## config.mk

```make
export PLATFORM = sky130hd
export DESIGN_NAME = hash_message_padder_unit
export DESIGN_NICKNAME = d
export VERILOG_FILES = /design/src/hw/rtl/hmp_pkg.sv /design/src/hw/rtl/hash_message_padder_unit.sv
export SDC_FILE = /design/constraint.sdc
export NUM_CORES = 1
export LEC_CHECK = 0
export BUFFER_PORTS_ARGS = -buffer_cell sky130_fd_sc_hd__buf_2
export CORE_MARGIN = 4
export CORE_UTILIZATION = 25
export CTS_BUF_LIST = sky130_fd_sc_hd__clkbuf_4 sky130_fd_sc_hd__clkbuf_8
export DETAILED_ROUTE_END_ITERATION = 12
export MAX_ROUTING_LAYER = met4
export SYNTH_ARGS = -nofsm -noshare
export SYNTH_HDL_FRONTEND = slang
export SYNTH_SLANG_ARGS = --single-unit
```

## constraint.sdc

```tcl
create_clock -name clk_i -period 5.55 [get_ports clk_i]
set_clock_uncertainty 0.2 [all_clocks]
set_input_delay 0.8325 -clock clk_i [delete_from_list [all_inputs] [get_ports clk_i]]
set_output_delay 0.8325 -clock clk_i [all_outputs]
set_load 0.03 [all_outputs]
```

## src/hw/rtl/hmp_pkg.sv

```systemverilog
// Package for the hash message padder: item types, register indexes and
// padding constants. No dependencies.
`default_nettype none

package hmp_pkg;

  typedef struct packed {
    logic [7:0] data_byte;
    logic       byte_valid;
    logic       end_of_message;
  } in_item_t;

  typedef struct packed {
    logic [63:0] padded_word;
    logic        last_word;
  } out_item_t;

  localparam int unsigned CfgIdxW = 2;

  localparam logic [CfgIdxW-1:0] CFG_LENGTH_BIG_ENDIAN = 2'd0;
  localparam logic [CfgIdxW-1:0] CFG_WIDE_LENGTH_FIELD = 2'd1;

  localparam logic [7:0] PAD_MARK     = 8'h80;
  localparam logic [5:0] TARGET_NARROW = 6'd56;
  localparam logic [5:0] TARGET_WIDE   = 6'd32;
  localparam logic [5:0] LEN_START     = 6'd56;
  localparam logic [5:0] BLOCK_END     = 6'd63;

  typedef enum logic [1:0] {
    ST_IDLE = 2'b01,
    ST_PAD  = 2'b10
  } state_e;

endpackage

`default_nettype wire

```

## src/hw/rtl/hash_message_padder_unit.sv

```systemverilog
// Output: a byte that completes a word shows that word in the cycle after its item is accepted.
// Throughput: one message byte per cycle while the output is not stalled; an end-of-message item
// then holds the input while the tail sequencer emits the mark byte, the zero bytes and the length
// field, one padding byte per cycle while the output is not stalled. Output stalls stop the byte shifter in place.
// Reset: asynchronous, active low; clears count, sequencer and output valid, loads defaults
// (big-endian length, 8-byte length field).
`default_nettype none

module hash_message_padder_unit
  import hmp_pkg::*;
#(
  parameter int unsigned COUNT_BITS = 61
) (
  input  wire logic               clk_i,
  input  wire logic               rst_ni,
  input  wire logic               in_valid_i,
  output logic                    in_stall_o,
  input  wire in_item_t           in_item_i,
  output logic                    out_valid_o,
  input  wire logic               out_stall_i,
  output out_item_t               out_item_o,
  input  wire logic               cfg_valid_i,
  output logic                    cfg_ready_o,
  input  wire logic [CfgIdxW-1:0] cfg_index_i,
  input  wire logic               cfg_data_i
);

  state_e                  state_q, state_d;
  logic [COUNT_BITS-1:0]   count_q, count_d, count_inc;
  logic [5:0]              pos_q, pos_d, pos_next;
  logic [55:0]             acc_q, acc_d;
  logic [63:0]             len_sr_q, len_sr_d;
  logic                    mark_q, mark_d;
  logic                    wrap_q, wrap_d;
  logic                    len_q, len_d;
  logic                    be_q, wide_q;
  logic                    out_valid_q, out_valid_d;
  out_item_t               out_q, out_d;
  logic                    out_free, put, last, wrap_keep;
  logic [7:0]              put_byte;
  logic [5:0]              target;

  assign out_free    = !out_valid_q || !out_stall_i;
  assign in_stall_o  = !((state_q == ST_IDLE) && out_free);
  assign out_valid_o = out_valid_q;
  assign out_item_o  = out_q;
  assign cfg_ready_o = 1'b1;
  assign target      = wide_q ? TARGET_WIDE : TARGET_NARROW;
  assign pos_next    = pos_q + 6'd1;
  assign wrap_keep   = wrap_q && (pos_next != 6'd0);
  assign count_inc   = in_item_i.byte_valid ? count_q + COUNT_BITS'(1) : count_q;

  always_comb begin
    state_d     = state_q;
    count_d     = count_q;
    pos_d       = pos_q;
    acc_d       = acc_q;
    len_sr_d    = len_sr_q;
    mark_d      = mark_q;
    wrap_d      = wrap_q;
    len_d       = len_q;
    out_valid_d = out_valid_q && out_stall_i;
    out_d       = out_q;
    put         = 1'b0;
    put_byte    = 8'd0;
    last        = 1'b0;
    case (state_q)
      ST_IDLE: begin
        if (in_valid_i && !in_stall_o) begin
          if (in_item_i.byte_valid) begin
            put      = 1'b1;
            put_byte = in_item_i.data_byte;
            count_d  = count_inc;
            pos_d    = pos_next;
          end
          if (in_item_i.end_of_message) begin
            state_d  = ST_PAD;
            mark_d   = 1'b1;
            wrap_d   = 1'b0;
            len_d    = 1'b0;
            len_sr_d = 64'(count_inc) << 3;
          end
        end
      end
      ST_PAD: begin
        if (out_free) begin
          put   = 1'b1;
          pos_d = pos_next;
          if (mark_q) begin
            put_byte = PAD_MARK;
            mark_d   = 1'b0;
            wrap_d   = pos_next > target;
            len_d    = pos_next == target;
          end else if (len_q) begin
            if (pos_q >= LEN_START) begin
              put_byte = be_q ? len_sr_q[63:56] : len_sr_q[7:0];
              len_sr_d = be_q ? {len_sr_q[55:0], 8'd0} : {8'd0, len_sr_q[63:8]};
            end
            if (pos_q == BLOCK_END) begin
              last    = 1'b1;
              state_d = ST_IDLE;
              count_d = '0;
              len_d   = 1'b0;
            end
          end else begin
            wrap_d = wrap_keep;
            len_d  = (pos_next == target) && !wrap_keep;
          end
        end
      end
      default: begin
        state_d = ST_IDLE;
      end
    endcase
    if (put) begin
      acc_d = {acc_q[47:0], put_byte};
      if (pos_q[2:0] == 3'd7) begin
        out_valid_d       = 1'b1;
        out_d.padded_word = {acc_q, put_byte};
        out_d.last_word   = last;
      end
    end
  end

  always_ff @(posedge clk_i or negedge rst_ni) begin
    if (!rst_ni) begin
      state_q     <= ST_IDLE;
      count_q     <= '0;
      pos_q       <= '0;
      mark_q      <= 1'b0;
      wrap_q      <= 1'b0;
      len_q       <= 1'b0;
      out_valid_q <= 1'b0;
    end else begin
      state_q     <= state_d;
      count_q     <= count_d;
      pos_q       <= pos_d;
      mark_q      <= mark_d;
      wrap_q      <= wrap_d;
      len_q       <= len_d;
      out_valid_q <= out_valid_d;
    end
  end

  always_ff @(posedge clk_i) begin
    acc_q    <= acc_d;
    len_sr_q <= len_sr_d;
    out_q    <= out_d;
  end

  always_ff @(posedge clk_i or negedge rst_ni) begin
    if (!rst_ni) begin
      be_q   <= 1'b1;
      wide_q <= 1'b0;
    end else if (cfg_valid_i && cfg_ready_o) begin
      case (cfg_index_i)
        CFG_LENGTH_BIG_ENDIAN: be_q   <= cfg_data_i;
        CFG_WIDE_LENGTH_FIELD: wide_q <= cfg_data_i;
        default: begin
        end
      endcase
    end
  end

`ifndef SYNTHESIS
  a_accept_idle: assert property (@(posedge clk_i) disable iff (!rst_ni)
    !in_stall_o |-> state_q == ST_IDLE)
    else $error("item taken outside idle");

  a_flags_pad: assert property (@(posedge clk_i) disable iff (!rst_ni)
    (mark_q || wrap_q || len_q) |-> state_q == ST_PAD)
    else $error("padding flag set outside padding");

  a_wrap_len: assert property (@(posedge clk_i) disable iff (!rst_ni)
    !(wrap_q && len_q) && !(mark_q && (wrap_q || len_q)))
    else $error("conflicting padding phases");

  a_last_done: assert property (@(posedge clk_i) disable iff (!rst_ni)
    (put && last) |=> (state_q == ST_IDLE) && (pos_q == 6'd0) && (count_q == '0)
      && out_valid_q && out_q.last_word)
    else $error("final word did not close the message");

  a_word_out: assert property (@(posedge clk_i) disable iff (!rst_ni)
    (put && (pos_q[2:0] == 3'd7)) |=> out_valid_q)
    else $error("completed word not presented");
`endif

endmodule

`default_nettype wire
```

==> metrics.md, run 1 <==
| Metric | Value |
|---|---|
| Status | `stopped before the end` |
| Stopped at | `detailed routing` |
| First error | `[ERROR DRT-0255] Maze Route cannot find path of net clk_i in worker of routeBox ( 193200 0 ) ( 235230 48300 ).` |
| Post-CTS Setup Inserts | `0` |
| CTS root buf | `clkbuf_8` |
| Port bufs | `84` |
| Overall die height | `235 µm` |
| Synth Flop Type | `edfxtp_1` |
| Register area share after synthesis | `57.6%` |
| Vias in the first global route | `8,946` |
| Yosys cell types | `72` |
| Pin count of the biggest net entering global routing | `66` |
| GR Overflow Total | `0` |
| Clock Path Buffers | `3` |
| #FFs+latches synth | `260` |
| Initial Utilization | `25.2%` |
| Synth Cell Area | `0.0129 mm²` |
| Fraction of registers with async set or reset after synthesis | `28.8%` |
| Post-Syn Nets | `1,166` |
| Hpwl dp | `24,800 µm` |
| Post-placement cell area | `0.0140 mm²` |
| EDFF count, synth | `185` |
| Initial antenna violation count | `0` |
| I/O pin count | `86` |
| Yosys top cell by area | `edfxtp_1` |
| Gr usage total | `12.6%` |
| # hold bufs at CTS | `0` |
| YS warnings | `0` |
| Synth top area share | `43.0%` |
| Cts repair resizes | `0` |
| # H-tree levels | `2` |
| Die W | `235 µm` |
| Mean Syn Cell Area | `11.3 µm²` |
| Synth area leaders | `edfxtp_1, dfrtp_1, nand2_1` |
| Clock sink count | `260` |
| Total CTS buffers | `45` |
| Final GP Congestion | `0.942` |
| Post-synthesis cell count | `1,139` |
| Cell Rows | `83` |
| First-pass GRT wire length | `54,900 µm` |
## Yosys cell counts (3+ instances only)
| library cell | count |
|---|---|
| clkbuf_1 | 47 |
| nand4_1 | 49 |
| a22oi_1 | 10 |
| or3_1 | 19 |
| nor2b_1 | 20 |
| inv_1 | 16 |
| o21ai_0 | 78 |
| a211oi_1 | 4 |
| o21ai_1 | 7 |
| a21o_1 | 4 |
| a32oi_1 | 3 |
| a221o_1 | 4 |
| mux2_2 | 40 |
| or2_2 | 4 |
| nor3b_1 | 4 |
| a21boi_0 | 4 |
| o31a_1 | 7 |
| dfrtp_1 | 73 |
| nand2b_1 | 5 |
| a21oi_1 | 34 |
| and3_1 | 10 |
| edfxtp_1 | 185 |
| nor2_1 | 62 |
| nor3_1 | 22 |
| a31oi_1 | 18 |
| and4_1 | 7 |
| nand3_1 | 41 |
| xnor2_1 | 20 |
| xor2_1 | 18 |
| o31ai_1 | 7 |
| ha_1 | 9 |
| buf_2 | 19 |
| or4_1 | 16 |
| mux2i_1 | 34 |
| o21bai_1 | 3 |
| nor4_4 | 6 |
| nand2_1 | 132 |
| nor4_2 | 7 |
| and2_1 | 9 |
| a41oi_1 | 3 |
| o41ai_1 | 3 |
| buf_1 | 8 |
| o211ai_1 | 13 |
| nor4_1 | 18 |
## metrics by stage
step                hold WS, ns  setup slack, ns  std cells
global route             0.0185             1.67       1921
CTS                     0.00485             1.91       1921
detailed placement        0.206             1.92       1840
global placement          0.202             1.94       1840
floorplan                 0.200            0.121       1139
## logic make-up after synthesis
kind of cell    share of synthesized area (%)
simple gates                             19.1
flops                                    57.6
compound gates                           10.5
buf+inv                                  3.16
mux                                      6.13
xor+xnor                                 2.58
fa+ha+maj                               0.872
other cells                            0.0291
## per-layer routing
layer and GRT usage, %:
met4 3.20, met2 18.9, met3 2.74, met5 -, met1 17.6
==> run 2: changes to the inputs <==
CORE_UTILIZATION = 20   (was 25)
CTS_BUF_LIST = not set   (was sky130_fd_sc_hd__clkbuf_4 sky130_fd_sc_hd__clkbuf_8)
MAX_ROUTING_LAYER = not set   (was met4)
PLACE_DENSITY_LB_ADDON = 0.15   (was not set)
clock period = 7.2 ns   (was 5.55 ns; I/O delays follow)
==> metrics.md, run 2 <==
| Metric | Value |
|---|---|
| Status | `complete, no violations` |
| Per-cell routed wire length | `20.3 µm` |
| Yosys cell types | `72` |
| Yosys top cell by area | `edfxtp_1` |
| Slew Viols, Final | `0` |
| Cts repair resizes | `0` |
| Post-synthesis cell count | `1,139` |
| Crit start category | `register` |
| Vias | `9,367` |
| # H-tree levels | `1` |
| Full die area | `0.0687 mm²` |
| Count leader, synth | `edfxtp_1` |
| Met3 Use GR | `1.80%` |
| Leakage power | `0.00534 µW` |
| Die W | `262 µm` |
| FILL cells | `6,740` |
| Setup TNS | `0 ns` |
| GRT busiest layer | `met2` |
| Reg2reg end | `count_q[21]` |
| Max Clk Rate | `277 MHz` |
| Pwr Density | `339 mW/mm²` |
| Synth top area share | `43.0%` |
| Overall die height | `262 µm` |
| DRT Wirelength | `41,800 µm` |
| CP Max Fanout | `41` |
| Port bufs | `84` |
| Met1 Track Usage GR | `17.5%` |
| Commonest non-fill, non-tap cell in the layout | `edfxtp_1` |
| Initial antenna violation count | `0` |
| Fraction of registers with async set or reset after synthesis | `28.8%` |
| Hpwl dp | `28,700 µm` |
| TritonCTS clock tree | `done` |
| EDFF count, synth | `185` |
| Crit path capture type | `register` |
| CORE AREA | `0.0634 mm²` |
| Pin count of the biggest net entering global routing | `66` |
| Clock latency at the later pin of the worst-skew pair | `0.59 ns` |
| Synth Cell Area | `0.0129 mm²` |
| Final setup viols | `0` |
| N_diodes | `0` |
| Clock sink count | `260` |
| First-pass detailed-route iteration total | `6` |
| # hold bufs at CTS | `0` |
| Initial DRC count | `798` |
| Commonest cells after routing, fill and taps aside | `edfxtp_1, nand2_1, buf_2` |
| Max cap viols | `0` |
| Gr usage total | `11.9%` |
| CTS root buf | `clkbuf_16` |
| Critical Path AT | `3.92 ns` |
| Fin crit period | `3.61 ns` |
| Initial Utilization | `20.4%` |
| RSZ-0062 raised after global routing | `false` |
| Post-CTS Setup Inserts | `0` |
| Synth Flop Type | `edfxtp_1` |
| Final hold vios | `0` |
| YS warnings | `0` |
| Commonest cells in the synthesized netlist | `edfxtp_1, nand2_1, o21ai_0` |
| Total CTS buffers | `30` |
| Reg2Reg Launch Point | `state_q[0]` |
| GR Util met2 | `18.3%` |
| Post-Syn Nets | `1,166` |
| Clock Path Buffers | `3` |
| Tcrit/Tclk final | `50.2%` |
| Max reg flops | `65` |
| Mean Syn Cell Area | `11.3 µm²` |
| Synth area leaders | `edfxtp_1, dfrtp_1, nand2_1` |
| First-pass GRT wire length | `62,100 µm` |
| Simple-gate share of the synthesized area | `19.1%` |
| Register area share after synthesis | `57.6%` |
| Worst slew margin | `27.2%` |
| Synth Area in Adders | `0.872%` |
| #FFs+latches synth | `260` |
| Largest family of logic cells by synthesized area | `simple AND/OR/NAND/NOR gates` |
| I/O pin count | `86` |
| Pre-CTS WS | `3.18 ns` |
| Drt via density | `4.54` |
| Cell depth of the worst flop-to-flop path | `8` |
| Complex-gate fraction of the synthesized area | `10.5%` |
| R2R setup slack | `3.59 ns` |
| Drc violations | `0` |
| ANT nets after route | `0` |
| Worst-margin pin slew | `1.08 ns` |
| Synth Area in XOR/XNOR | `2.58%` |
| Cell Rows | `92` |
| Multiplexer share of the synthesized area | `6.13%` |
| Syn-to-layout area delta | `18.3%` |
| Clock transition at path regs | `0.06 ns` |
| Layout cells sized above 1 | `18.4%` |
| Max VDD drop | `0.137 mV` |
| Worst Path Required | `7.50 ns` |
| Layout net count | `1,220` |
| Layout Utilization | `24.1%` |
| Vias in the first global route | `9,147` |
| PnR worst setup slack | `3.59 ns` |
| Final GP Congestion | `0.844` |
| Crit path kind | `register to register` |
| Worst hold path type | `input pin to asynchronous set/reset pin` |
| GR Overflow Total | `0` |
run 2: worst max path at each step:
stage | startpoint | endpoint | slack [ns] | depth (start not counted)
floorplan | out_stall_i | out_item_o[0] | 1.54 | 4
global placement | in_item_i[1] | count_q[21] | 3.28 | 7
detailed placement | in_item_i[1] | len_sr_q[59] | 3.18 | 7
CTS | state_q[0] | count_q[21] | 3.56 | 8
global route | state_q[0] | count_q[21] | 3.27 | 8
finish | state_q[0] | count_q[21] | 3.59 | 8
run 2: power breakdown:
part	total, µW	internal [µW]	leakage (µW)	switching (µW)
clock	1650	982	0.000523	664
combinational	1270	375	0.00214	896
sequential	2260	2020	0.00267	237
run 2: cells by family (layout without fill, tap and decap cells):
family | after synthesis | after routing
fa+ha+maj | 9 | 9
buf+inv | 96 | 174
compound gates | 217 | 217
other cells | 1 | 1
mux | 74 | 74
xor+xnor | 38 | 38
flops | 260 | 260
simple gates | 444 | 444
run 2: metal layers:
layer | wire, µm | up-vias
met5 | 0 | -
met4 | 1030 | 0
met3 | 1920 | 49
met2 | 18200 | 272
met1 | 20600 | 4628
li1 | - | 4418
run 2: metrics by stage:
step,area (µm²),instances,hold slack [ns],total power [µW]
after floorplan,12900,1139,0.200,3030
after global placement,14200,2007,0.200,3580
after detailed placement,14200,2007,0.205,3580
after CTS,15300,2063,0.208,5260
after global routing,15300,2063,0.227,5460
final,15300,2063,0.211,5180
run 2: area by class of cell:
| type | instances | area [µm²] | share of cell area (%) |
|---|---|---|---|
| Sequential cell | 260 | 7440 | 48.7 |
| Tap cell | 846 | 1060 | 6.93 |
| Timing Repair Buffer | 101 | 551 | 3.60 |
| Clock inverter | 23 | 297 | 1.94 |
| Inverter | 17 | 63.8 | 0.418 |
| Clock buffer | 33 | 762 | 4.99 |
| Multi-Input combinational cell | 783 | 5110 | 33.4 |
run 2: worst max-delay path: stages (launching register included):
cell and delay [ns]:
dfstp_2 0.38, inv_1 0.09, ha_4 0.45, o2bb2ai_1 0.16
a21oi_1 0.66, nand2_2 0.54, buf_4 0.47, or4_1 0.46
o211ai_1 0.10
(Power assumes the default switching activity.)
==> run 3: changes to the inputs <==
ABC_AREA = 1   (was not set)
clock period = 3 ns   (was 7.2 ns; I/O delays follow)
==> metrics.md, run 3 <==
| Metric | Value |
|---|---|
| Post-Syn Nets | `1,272` |
| Clock transition at path regs | `0.06 ns` |
| First-pass GRT wire length | `55,100 µm` |
| Pin count of the biggest net entering global routing | `107` |
| Commonest non-fill, non-tap cell in the layout | `nand2_1` |
| Final hold vios | `0` |
| Final setup viols | `0` |
| Final non-filler cell total | `2,148` |
| Crit path kind | `register to register` |
| Synth Flop Type | `edfxtp_1` |
| Leakage power | `0.00544 µW` |
| Drt via density | `4.22` |
| Psw | `4110 µW` |
| Layout cells sized above 1 | `15.3%` |
| Worst-margin pin slew | `0.719 ns` |
| Fin crit period | `2.76 ns` |
| Yosys cell types | `46` |
| Worst Path Required | `3.00 ns` |
| Tcrit/Tclk final | `92.1%` |
| Crit path capture type | `register` |
| Switching Fraction | `33.3%` |
| Crit start category | `register` |
| Commonest cells after routing, fill and taps aside | `nand2_1, edfxtp_1, nor2_1` |
| CORE AREA | `0.0595 mm²` |
| Commonest cells in the synthesized netlist | `nand2_1, edfxtp_1, nor2_1` |
| Yosys top cell by area | `edfxtp_1` |
| Clock latency at the later pin of the worst-skew pair | `0.54 ns` |
| Drc violations | `0` |
| CTS root buf | `clkbuf_16` |
| Initial Utilization | `20.3%` |
| Crit-path slowest cell | `dfstp_2` |
| Metal-1 WL | `18,400 µm` |
| DRT Wirelength | `36,600 µm` |
| Syn-to-layout area delta | `21.8%` |
| CP Max Fanout | `44` |
| Hpwl dp | `26,100 µm` |
| Mean Syn Cell Area | `9.71 µm²` |
| Synth Cell Area | `0.0121 mm²` |
| Placed instance count | `2,083` |
| Max VDD drop | `0.519 mV` |
| Max incr delay on CP | `0.56 ns` |
| Per-cell routed wire length | `17.0 µm` |
| Overall die height | `254 µm` |
| # H-tree levels | `2` |
| Worst hold path type | `input pin to register` |
| Synth top area share | `46.0%` |
| GR Overflow Total | `0` |
| N_diodes | `0` |
| Initial antenna violation count | `0` |
| DR top layer | `met4` |
| Clock sink count | `260` |
| TritonCTS clock tree | `done` |
| Max reg flops | `65` |
| Critical Path AT | `2.76 ns` |
| Pwr Density | `838 mW/mm²` |
| Full die area | `0.0644 mm²` |
| Buffers and inverters on the worst path | `3` |
| Sequential share of power | `45.0%` |
| Max cap viols | `0` |
| Die W | `254 µm` |
| Synth area leaders | `edfxtp_1, dfrtp_1, nand2_1` |
| Kind of cell adding the most delay to the critical path | `simple AND/OR/NAND/NOR gates` |
| Max Clk Rate | `362 MHz` |
| Wire length on met2 | `15,400 µm` |
| Logic pwr share | `21.7%` |
| I/O pin count | `86` |
| #FFs+latches synth | `260` |
| YS warnings | `0` |
| Cell Rows | `89` |
| Pint | `8230 µW` |
| Count leader, synth | `nand2_1` |
| Layout Utilization | `24.8%` |
| Worst hold margin | `0.0932 ns` |
| CP Cell Sequence | `inv_1 -> ha_1 -> nor2_2 -> inv_2 -> nand2_1 -> nand2_1 -> nor2_2 -> nand2_2 -> a21oi_4 -> buf_12` |
| Vias | `9,062` |
| Met3 wire len | `1820 µm` |
| ANT nets after route | `0` |
| Setup TNS | `0 ns` |
| Post-synthesis cell count | `1,245` |
| Status | `complete, no violations` |
| Fraction of registers with async set or reset after synthesis | `28.8%` |
| Gr usage total | `11.2%` |
| RSZ-0062 raised after global routing | `false` |
| Final GP Congestion | `0.773` |
| Worst slew margin | `52.1%` |
| Vias in the first global route | `8,734` |
| First-pass detailed-route iteration total | `5` |
| Register area share after synthesis | `61.5%` |
| Initial DRC count | `643` |
| Layout net count | `1,378` |
| Slew Viols, Final | `0` |
| Port bufs | `84` |
| Clock share of power | `33.2%` |
| Total CTS buffers | `34` |
| EDFF count, synth | `185` |
| Clock Path Buffers | `3` |
[run 3: cell type report]
cell class | instances | area [µm²]
sequential | 260 | 7430
timing repair buffer | 106 | 663
tap | 773 | 967
clock inverter | 19 | 238
clock buffer | 41 | 887
inverter | 120 | 454
multi-input combinational | 829 | 4070
fill | 6441 | 44700
[run 3: through the flow]
stage               worst slack [ns]  power, µW  instance area (µm²)
finish                         0.236      12300                14700
global placement               0.157       8330                13500
global route                  0.0255      13100                14700
CTS                           0.0430      12600                14700
detailed placement             0.119       8370                13500
floorplan                     -0.767       7280                12100
[run 3: power by group through the flow]
stage | Clock, µW | Sequential (µW) | Combinational (µW)
2_1_floorplan | 0 | 5490 | 1790
3_3_place_gp | 0 | 5620 | 2720
3_5_place_dp | 0 | 5630 | 2730
4_1_cts | 4270 | 5570 | 2760
5_1_grt | 4420 | 5660 | 3000
6_report | 4100 | 5560 | 2680
[run 3: logic make-up (layout without fill, tap and decap cells)]
family	after synthesis	in the layout	synth area share, %
AND/OR/NAND/NOR	636	636	23.1
buffers and inverters	156	286	5.24
multiplexers	2	2	0.186
XOR/XNOR	5	5	0.362
AO/OA/AOI/OAI	176	176	8.65
flip-flops	260	260	61.5
adder cells (fa/ha/maj)	9	9	0.932
other	1	1	0.0310
[run 3: worst register-to-register path, cell delays in order, from the launching register on]
cell	delay [ns]
dfstp_2	0.56
inv_1	0.05
ha_1	0.31
nor2_2	0.17
inv_2	0.06
nand2_1	0.11
nand2_1	0.09
nor2_2	0.12
nand2_2	0.11
a21oi_4	0.28
buf_12	0.30
[run 3: path summary, 6_finish.rpt]
check	startpoint	end	slack (ns)	depth (start not counted)
worst min-delay path	out_stall_i	out_valid_o	0.09	3
max in group asynchronous	rst_ni	be_q	1.61	3
worst min register to register	acc_q[48]	out_item_o[57]	0.22	0
worst max register to register	state_q[0]	len_sr_q[33]	0.24	10
worst max-delay path	state_q[0]	len_sr_q[33]	0.24	10
min in group asynchronous	rst_ni	count_q[30]	0.26	2
[run 3: layer usage]
layer	up-vias	global-route usage, %
met5	-	0
met2	241	16.6
met4	0	3.46
met1	4304	16.5
li1	4454	-
met3	63	2.04
[run 3: repair_timing]
action,in CTS,in global routing
buffers inserted,0,0
hold endpoints to repair,37,0
hold buffers,5,0
resized for setup,0,1
setup endpoints to repair,0,17
